$ cat config.mk
export PLATFORM = sky130hd
export DESIGN_NAME = tbp_ram
export DESIGN_NICKNAME = d
export VERILOG_FILES = /design/src/hw/rtl/tbp_ram.sv
export SDC_FILE = /design/constraint.sdc
export NUM_CORES = 1
export LEC_CHECK = 0
export CAP_MARGIN = 20
export CORE_MARGIN = 1.5
export CORE_UTILIZATION = 46
export DETAILED_ROUTE_END_ITERATION = 8
export DONT_BUFFER_PORTS = 1
export GPL_TIMING_DRIVEN = 0
export PLACE_DENSITY = 0.59
export SETUP_SLACK_MARGIN = 0.5
export SLEW_MARGIN = 20
export SYNTH_ARGS = -nofsm -noshare
export SYNTH_HDL_FRONTEND = slang
export SYNTH_SLANG_ARGS = --single-unit
$ cat constraint.sdc
create_clock -name clk -period 2 [get_ports clk]
set_input_delay 0.1 -clock clk [delete_from_list [all_inputs] [get_ports clk]]
set_output_delay 0.1 -clock clk [all_outputs]
set_load 0.01 [all_outputs]
$ cat src/hw/rtl/tbp_ram.sv
// Generic single-port-write, single-read synchronous RAM with registered read.
module tbp_ram #(
    parameter int WIDTH = 8,
    parameter int DEPTH = 16
) (
    input  logic                     clk,
    input  logic                     we,
    input  logic [$clog2(DEPTH)-1:0] waddr,
    input  logic [WIDTH-1:0]         wdata,
    input  logic [$clog2(DEPTH)-1:0] raddr,
    output logic [WIDTH-1:0]         rdata
);

    logic [WIDTH-1:0] mem [DEPTH];

    always_ff @(posedge clk)
    begin
        if (we)
            mem[waddr] <= wdata;
        rdata <= mem[raddr];
    end

endmodule

==> impl_metrics.yaml <==
grt:
  globalRouteOverflowTotal: 0
  gr-usage-all-layers: 0.1865
  grt_first_pass_wirelength_mm: 14.35
  initial_antenna_violation_count: 2
  largest_net_degree_at_the_start_of_global_routing: 17
  first_global_vias: 2259
route:
  detail_route.iter0.violations: 152
  detail-route-antenna-nets: 0
  per_cell_routed_wire_length_um: 23.72
  detail_route.vias_per_cell: 5.611
  route.detailed.drc: 0
  routed_wl_mm: 9.821
  overall_via_count_from_detail_route: 2323
  number_of_iterations_in_the_first_detailed_routing_pass: 4
pwr:
  cellLeakagePower_nw: 1.966
  p_per_area_nw_per_um2: 1085
  irDropWorstVdd_uv: 892.1
sta:
  rsz0062_at_grt: "false"
  final_max_slew_viol_count: 0
  timing.hold.ws_ns: 0.03240
  fin_tns_setup_ns: 0
  finalClockSkew_ns: 0.006193
  layout_min_cycle_time_ns: 1.384
  setup_viol_count_final: 0
  max_freq_mhz: 722.5
  hold_violations: 0
  worst_pin_slew_ns: 0.8347
  post-route-period-util: 0.6920
  maxSlewHeadroom: 0.4415
floorplan:
  die_area_um2: 11830
  core_region_area_um2: 10890
  num_rows: 38
  die_x_um: 108.8
  io_pins: 26
  start_util: 0.4728
  chipHeight_um: 108.8
critical_path:
  critical_path.reg2reg.startpoint: "mem[6][3]$_DFFE_PP_"
  cp-start-kind: "flip-flop"
  critical_path.reg2reg.endpoint: "rdata[3]$_DFF_P_"
  worstPathRequired_ns: 2.39
  end_kind: "flip-flop"
  criticalPathCategory: "flip-flop to flip-flop"
  reg2reg_setup_slack_ns: 0.62
  crit_fanout: 1
  worstPathArrival_ns: 1.78
  r2r.worst_path.cells: 3
cells_and_area:
  drive_gt1_frac: 0.2059
  area.growth.synth_to_final_pct: 17.36
  final_net_count: 277
  count_of_filler_cells_inserted_in_the_layout: 807
synthesis:
  synth.most_common_cell: "edfxtp_1"
  ys_types: 19
  synth_top_cells_by_count: "edfxtp_1 (128), mux4_2 (18), a22oi_1 (16), mux4_1 (14), nor2_1 (13)"
  synthDominantAreaCellType: "edfxtp_1"
  seq_area_frac_synth: 0.7778
  syn_avg_cell_area_um2: 22.48
  gate_count_of_the_mapped_netlist: 229
  synth_edf_count: 128
  synthDominantCellAreaShare: 0.7467
  post_synth_instance_area_um2: 5147
  async_reset_ff_frac: 0
  synth_flop_cell: "edfxtp_1"
  yosysWarningCount: 0
  synthesis.nets: 247
  netlist_top_cells_area: "edfxtp_1 (75%), mux4_2 (7.9%), mux4_1 (7.1%)"
  synth.ff_latch_count: 136
clock_network:
  htree_num_levels: 4
  clock_transition_at_the_register_clock_pins_on_the_worst_setup_and_hold_paths_after_cts_ns: 0.06
  post_cts_buffers: 0
  clock_tree_buf_depth: 2
  postCtsResizedCells: 0
  clk_root_buffer_cell: "clkbuf_8"
  cts_buffer_count: 17
  clock_sinks: 136
  clock_tree_from_tritoncts: "yes"
  post_cts_hold_fix_bufs: 11
  insertion_delay_of_the_later_clocked_pin_in_the_worst_skew_pair_ns: 0.51
placed_design:
  detailed_place_hpwl_mm: 5.907
  routability_congestion_estimate: 0.6743
  buffer_ports.inserted: 0
min_path:
  timing.hold.worst_endpoint: "rdata[2]$_DFF_P_"
  hold-path-cell-count: 3
  hold_start: "raddr[3]"
  worst_hold_path_type: "input port to flip-flop"
outcome:
  status: "finished clean"
run:
  max_cap_viol_count: 0
[cells by family after synthesis]
group                  count (synthesis)  synth area share
buffers and inverters                 10           0.01677
AO/OA/AOI/OAI                         16           0.02334
flip-flops                           136            0.7778
multiplexers                          32            0.1502
AND/OR/NAND/NOR                       35           0.03184
[worst max path at each step]
stage,slack [ns],from,end
after CTS,0.61,mem[6][3]$_DFFE_PP_,rdata[3]$_DFF_P_
final,0.62,mem[6][3]$_DFFE_PP_,rdata[3]$_DFF_P_
after global routing,0.53,mem[0][0]$_DFFE_PP_,rdata[0]$_DFF_P_
after detailed placement,0.29,waddr[2],mem[3][7]$_DFFE_PP_
after floorplan,0.63,waddr[2],mem[3][0]$_DFFE_PP_
after global placement,0.21,waddr[2],mem[8][2]$_DFFE_PP_
[power by group]
group	switching (mW)	total [mW]	internal, mW
Combinational	0.163	0.280	0.118
Clock	1.06	3.06	2.00
Sequential	0.0251	3.21	3.19
Total	1.25	6.56	5.31
[cells in the final DEF (no fill, tap or decap)]
master | netlist | layout
dlygate4sd3_1 | 0 | 11
buf_2 | 3 | 3
nor3_2 | 0 | 4
clkbuf_16 | 0 | 16
and2b_1 | 1 | 1
mux4_1 | 14 | 14
and2_1 | 1 | 1
nand2b_1 | 2 | 2
edfxtp_1 | 128 | 128
buf_4 | 1 | 1
nor2b_1 | 1 | 1
clkbuf_8 | 0 | 1
diode_2 | 0 | 2
clkinv_1 | 0 | 5
dfxtp_1 | 8 | 8
buf_6 | 3 | 3
nand3b_1 | 2 | 2
clkinvlp_4 | 0 | 2
clkdlybuf4s25_2 | 3 | 3
bufinv_16 | 0 | 4
or3b_2 | 1 | 1
nand3_1 | 1 | 1
mux4_2 | 18 | 18
a22oi_1 | 16 | 16
clkbuf_1 | 0 | 4
nand2_1 | 9 | 9
nor2_1 | 13 | 13
[cell type report]
| class | instances | area (um2) | area share |
|---|---|---|---|
| clock inverter | 11 | 153.9 | 0.02548 |
| buffer | 10 | 86.33 | 0.01429 |
| clock buffer | 21 | 429.2 | 0.07104 |
| tap | 140 | 175.2 | 0.02900 |
| sequential | 136 | 4004 | 0.6628 |
| multi-input combinational | 83 | 1077 | 0.1783 |
| timing repair buffer | 11 | 110.1 | 0.01823 |
| antenna | 2 | 5.005 | 0.0008285 |
[routing by layer]
layer  up-vias  track usage  wire length [um]
met5         -            0                 0
met1      1190       0.2676              4393
met2        85       0.2650              4568
met3         7      0.07053               756
li1       1041            -                 -
met4         0      0.06203               103
[registers in the layout, summed over array words and instances (netlist names)]
name   cells
rdata      8
mem      128
[critical path, stage by stage, from the launching register on]
cell	delay (ns)
edfxtp_1	0.36
mux4_1	0.55
a22oi_1	0.27
nand2_1	0.08
[through the flow]
stage	utilization	total power [mW]	setup slack, ns	area, um2	instances
floorplan	-	3.430	0.6339	5152	229
global placement	0.4893	3.491	0.2069	5328	369
detailed placement	0.4907	3.497	0.2912	5343	369
CTS	0.5544	6.612	0.6064	6036	412
global route	0.5548	6.762	0.5253	6041	414
finish	0.5548	6.556	0.6160	6041	414
Power figures use the tool's default switching activity.
