$ cat config.mk
export PLATFORM = sky130hd
export DESIGN_NAME = tbp_btb_logic
export DESIGN_NICKNAME = d
export VERILOG_FILES = /design/src/hw/rtl/tbp_pkg.sv /design/src/hw/rtl/tbp_btb_logic.sv
export SDC_FILE = /design/constraint.sdc
export NUM_CORES = 1
export LEC_CHECK = 0
export ABC_AREA = 1
export BUFFER_PORTS_ARGS = -buffer_cell sky130_fd_sc_hd__buf_2
export CORE_AREA = 5 5 252 254
export DETAILED_ROUTE_END_ITERATION = 16
export DIE_AREA = 0 0 257 259
export SLEW_MARGIN = 5
export SYNTH_ARGS = -nofsm -noshare
export SYNTH_HDL_FRONTEND = slang
export SYNTH_SLANG_ARGS = --single-unit
$ cat constraint.sdc
create_clock -name vclk -period 5.15
set_input_delay 0.7725 -clock vclk [all_inputs]
set_output_delay 0.7725 -clock vclk [all_outputs]
set_load 0.02 [all_outputs]
$ cat src/hw/rtl/tbp_pkg.sv
// Shared types and constants for the tournament branch predictor.
package tbp_pkg;

    localparam int BIMODAL_ENTRIES = 4096;
    localparam int GSHARE_ENTRIES  = 4096;
    localparam int CHOICE_ENTRIES  = 4096;
    localparam int TARGET_SETS     = 256;
    localparam int TARGET_WAYS     = 4;
    localparam int RETURN_DEPTH    = 256;

    localparam int BW = $clog2(BIMODAL_ENTRIES);
    localparam int GW = $clog2(GSHARE_ENTRIES);
    localparam int CW = $clog2(CHOICE_ENTRIES);
    localparam int SW = (TARGET_SETS > 1) ? $clog2(TARGET_SETS) : 1;
    localparam int WW = (TARGET_WAYS > 1) ? $clog2(TARGET_WAYS) : 1;
    localparam int RW = $clog2(RETURN_DEPTH);
    localparam int AGE_W = WW;

    localparam logic [1:0] MODE_PERFECT  = 2'd0;
    localparam logic [1:0] MODE_TAKEN    = 2'd1;
    localparam logic [1:0] MODE_NOTTAKEN = 2'd2;
    localparam logic [1:0] MODE_COMBINED = 2'd3;

    localparam logic [1:0] CLS_NONE   = 2'd0;
    localparam logic [1:0] CLS_BRANCH = 2'd1;
    localparam logic [1:0] CLS_CALL   = 2'd2;
    localparam logic [1:0] CLS_RETURN = 2'd3;

    localparam logic FUNC_LOOKUP = 1'b0;
    localparam logic FUNC_UPDATE = 1'b1;

    localparam logic [1:0] CTR_INIT = 2'd2;

    // one target buffer set row: tags, addresses, ages for all ways
    localparam int ROW_W = TARGET_WAYS * (32 + 32 + AGE_W);

    typedef struct packed {
        logic        func;
        logic [31:0] pc;
        logic [3:0]  length;
        logic [1:0]  branch_class;
        logic        speculative;
        logic [31:0] actual_next;
        logic [31:0] guessed_next;
        logic [11:0] gshare_slot_in;
        logic        bimodal_guess_in;
        logic        gshare_guess_in;
    } in_item_t;

    typedef struct packed {
        logic [31:0] next_address;
        logic [11:0] gshare_slot;
        logic        bimodal_guess;
        logic        gshare_guess;
        logic [31:0] access_total;
        logic [31:0] hit_total;
    } out_item_t;

    function automatic logic [1:0] train(input logic [1:0] c, input logic up);
        logic [1:0] r;
        begin
            if (up)
                r = (c == 2'd3) ? 2'd3 : c + 2'd1;
            else
                r = (c == 2'd0) ? 2'd0 : c - 2'd1;
            return r;
        end
    endfunction

endpackage

$ cat src/hw/rtl/tbp_btb_logic.sv
// Target buffer set logic: hit search for lookup and LRU update of one set row.
module tbp_btb_logic
    import tbp_pkg::*;
(
    input  logic [ROW_W-1:0] row,
    input  logic [31:0]      pc,
    input  logic [31:0]      fall,
    input  logic [31:0]      dest,
    output logic [31:0]      target,
    output logic [ROW_W-1:0] row_upd
);

    logic [31:0]      tags  [TARGET_WAYS];
    logic [31:0]      addrs [TARGET_WAYS];
    logic [AGE_W-1:0] ages  [TARGET_WAYS];
    logic [31:0]      lk_addr;
    logic             up_hit;
    logic [AGE_W-1:0] ref_age;
    logic [WW-1:0]    up_way;

    always_comb
    begin
        for (int w = 0; w < TARGET_WAYS; w++)
        begin
            tags[w]  = row[w*(64+AGE_W) +: 32];
            addrs[w] = row[w*(64+AGE_W)+32 +: 32];
            ages[w]  = row[w*(64+AGE_W)+64 +: AGE_W];
        end
        // lowest matching way for lookup
        lk_addr = fall;
        for (int w = TARGET_WAYS - 1; w >= 0; w--)
            if (tags[w] == pc)
                lk_addr = addrs[w];
        target = lk_addr;
        // highest matching way for update
        up_hit = 1'b0;
        up_way = '0;
        for (int w = 0; w < TARGET_WAYS; w++)
            if (tags[w] == pc)
            begin
                up_hit = 1'b1;
                up_way = WW'(w);
            end
        ref_age = ages[up_way];
        row_upd = row;
        for (int w = 0; w < TARGET_WAYS; w++)
        begin
            if (!up_hit)
            begin
                if (ages[w] == '0)
                begin
                    row_upd[w*(64+AGE_W) +: 32]        = pc;
                    row_upd[w*(64+AGE_W)+32 +: 32]     = dest;
                    row_upd[w*(64+AGE_W)+64 +: AGE_W]  = AGE_W'(TARGET_WAYS - 1);
                end
                else
                    row_upd[w*(64+AGE_W)+64 +: AGE_W]  = ages[w] - AGE_W'(1);
            end
            else if (WW'(w) == up_way)
                row_upd[w*(64+AGE_W)+64 +: AGE_W] = AGE_W'(TARGET_WAYS - 1);
            else if (ages[w] > ref_age)
                row_upd[w*(64+AGE_W)+64 +: AGE_W] = ages[w] - AGE_W'(1);
        end
    end

endmodule

==> key figures <==
Floorplan
  – IO Count: 656
  – Initial Util: 11.5%
  – Core area: 0.0610 mm2
  – Die area: 0.0666 mm2
  – FP Rows: 91
  – Die Span Y: 259 um
  – Die width: 257 um

Global routing
  – First-pass GRT wire length: 78100 um
  – Vias in the first global route: 11200
  – Gr usage total: 15.5%
  – Number of antenna violations at the first check in global routing: 9
  – Largest net degree at the start of global routing: 66
  – Total grt overflow: 0

Layout
  – Layout Cells excl Fill: 2775
  – FF/Latch Area: 0 um2
  – # clk buffers: 0
  – Finished Core Util: 17.9%
  – Multi-input gate area: 0.00586 mm2
  – Fill cell count: 7196
  – Nets: 2352
  – Cell area after layout: 0.0110 mm2
  – Layout cells sized above 1: 36.4%
  – Area Growth Syn to Fin: 56.6%
  – Total number of sequential cells: 0

Status
  – Status: finished clean

Route
  – Via count: 12000
  – Antenna viol nets, final: 0
  – Via/cell ratio: 4.33
  – TritonRoute pass-1 iters: 8
  – Routed wire length: 57200 um
  – Iteration-0 DRC Markers: 1342
  – Drt drc: 0
  – Routed len/inst: 20.6 um

Power
  – Static leakage: 5.96 nW
  – Max rail drop VDD: 0.0000419 V
  – Power per Cell Area: 107 mW/mm2

Setup path
  – Worst path bufs/invs: 5
  – Critical path's most frequent cell: nand2_1
  – CP max stage cell: nor2_1
  – Critical Path Source Type: input port
  – CP max stage delay: 0.33 ns
  – WP data arrival: 3.85 ns
  – Crit path capture type: primary output
  – Crit-path cells: buf_2 -> inv_2 -> nand2_1 -> nand3_1 -> nor2_1 -> nand2_1 -> nor2_4 -> nand2_4 -> nand2_2 -> inv_2 -> nand2_1 -> o22ai_1 -> nor2_1 -> ha_1 -> or2_2 -> o211ai_1 -> nand2_1 -> nand2_1 -> inv_1 -> o21ai_1 -> buf_2
  – Worst path required time: 4.38 ns
  – Crit-path max FO: 7
  – Setup CP Type: in -> out
  – CP top delay family: simple AND/OR/NAND/NOR gates

Placement
  – Inst Count DP: 2772
  – DP HPWL: 48600 um
  – # port buffers: 656
  – Placed cell areas: 0.0109 mm2
  – Final Wtd Congestion: 0.992
  – Worst slack, placed: 0.400 ns

Yosys
  – Yosys warnings: 0
  – Mapped Cells: 1417
  – Syn avg cell area: 4.93 um2
  – Synth unique cells: 34
  – Sequential area share after synthesis: 0%
  – Synthesized cell area: 0.00699 mm2
  – Syn Nets: 1785

Timing
  – RSZ-0062 raised after global routing: false
  – Final setup violation count: 0
  – Max Fclk: 0.216 GHz
  – Period utilization: 89.8%
  – Worst-margin pin slew: 0.882 ns
  – Setup TNS: 0 ns
  – Crit path time final: 4.62 ns
  – Final Hold Vio Count: 0
  – Setup ws final: 0.525 ns
  – Max-slew violations: 0
  – Max_slew headroom: 41.0%

Worst hold path
  – Hold EP: row_upd[180]
  – HP Start: row[180]
  – Hold path depth: 4
  – Worst hold path class: in -> out

CTS
  – Hold buffers post-CTS: 0
  – CTS resizes: 0
  – Postcts setup bufs: 0

Run
  – Maxcap violations: 0
## layout by cell type (no fill, tap or decap), types with 2 or more instances in the layout
| cell type | n |
|---|---|
| buf_2 | 655 |
| nand2_1 | 589 |
| o21ai_0 | 136 |
| inv_1 | 112 |
| xnor2_1 | 62 |
| nand3_1 | 55 |
| o21ai_1 | 52 |
| o21a_1 | 46 |
| nor2_1 | 41 |
| a21oi_1 | 35 |
| o22ai_1 | 34 |
| inv_2 | 32 |
| mux2_1 | 32 |
| a211oi_1 | 32 |
| buf_4 | 16 |
| nand4_1 | 14 |
| ha_1 | 8 |
| buf_12 | 8 |
| nor2_4 | 6 |
| diode_2 | 3 |
| xor2_1 | 3 |
| nor4_1 | 2 |
| o211ai_1 | 2 |
| nand2_4 | 2 |
## per-stage QoR
step	power (mW)	hold slack [ns]
after global placement	1.18	1.87
after floorplan	0.638	1.71
after global routing	1.26	1.90
after detailed placement	1.17	1.87
after CTS	1.18	1.87
final	1.18	1.87
## cells in the mapped netlist, types with 31 or more instances
library cell | instances | area share [%]
a211oi_1 | 32 | 3.4
a21oi_1 | 35 | 2.5
buf_2 | 59 | 4.2
clkbuf_1 | 32 | 1.7
inv_1 | 113 | 6.1
inv_2 | 31 | 1.7
mux2_1 | 32 | 5.2
nand2_1 | 589 | 32
nand3_1 | 55 | 3.9
nor2_1 | 42 | 2.3
o21a_1 | 46 | 4.9
o21ai_0 | 136 | 9.7
o21ai_1 | 52 | 3.7
o22ai_1 | 34 | 3.0
xnor2_1 | 62 | 7.8
## power by group
part           internal, mW    total (mW)  switching, mW
clock network  0.0000000642  0.0000000642              0
registers                 0             0              0
logic                 0.401          1.18          0.774
total                 0.401          1.18          0.774
## final cells by class
class,count,area share (%)
multi-input cells,1159,53.5
repair buffers,679,32.5
inverters,144,4.94
diodes,3,0.0685
well taps,790,9.03
## worst max-delay path by stage
stage	startpoint	endpoint	slack (ns)	cells after the start
2_1_floorplan	pc[20]	row_upd[197]	0.86	21
3_3_place_gp	pc[1]	row_upd[197]	0.42	21
3_5_place_dp	pc[1]	row_upd[197]	0.40	21
4_1_cts	pc[1]	row_upd[197]	0.40	21
5_1_grt	pc[1]	row_upd[197]	0.1	21
6_report	pc[1]	row_upd[197]	0.53	21
## worst min-delay path: stages
cell and delay [ns]:
buf_2 0.09, nand2_1 0.05, nand2_1 0.04, buf_2 0.15
## cell families after synthesis
kind of cell / Yosys count / synth area share (%)
and+or+nand+nor: 714 / 40.9
AOI/OAI and AO/OA: 340 / 28.0
adders and majority gates: 8 / 1.43
xor gates and xnor gates: 65 / 8.14
buffers and inverters: 258 / 16.4
muxes: 32 / 5.15
## layer usage
| metal | vias to the layer above | global-route usage [%] | part of all wire (%) |
|---|---|---|---|
| met5 | - | 0 | 0.019 |
| met4 | 2 | 2.67 | 2.2 |
| met3 | 92 | 3.30 | 9.8 |
| met2 | 799 | 26.1 | 46 |
| met1 | 5401 | 20.7 | 42 |
| li1 | 5710 | - | - |
Power figures use the tool's default switching activity.
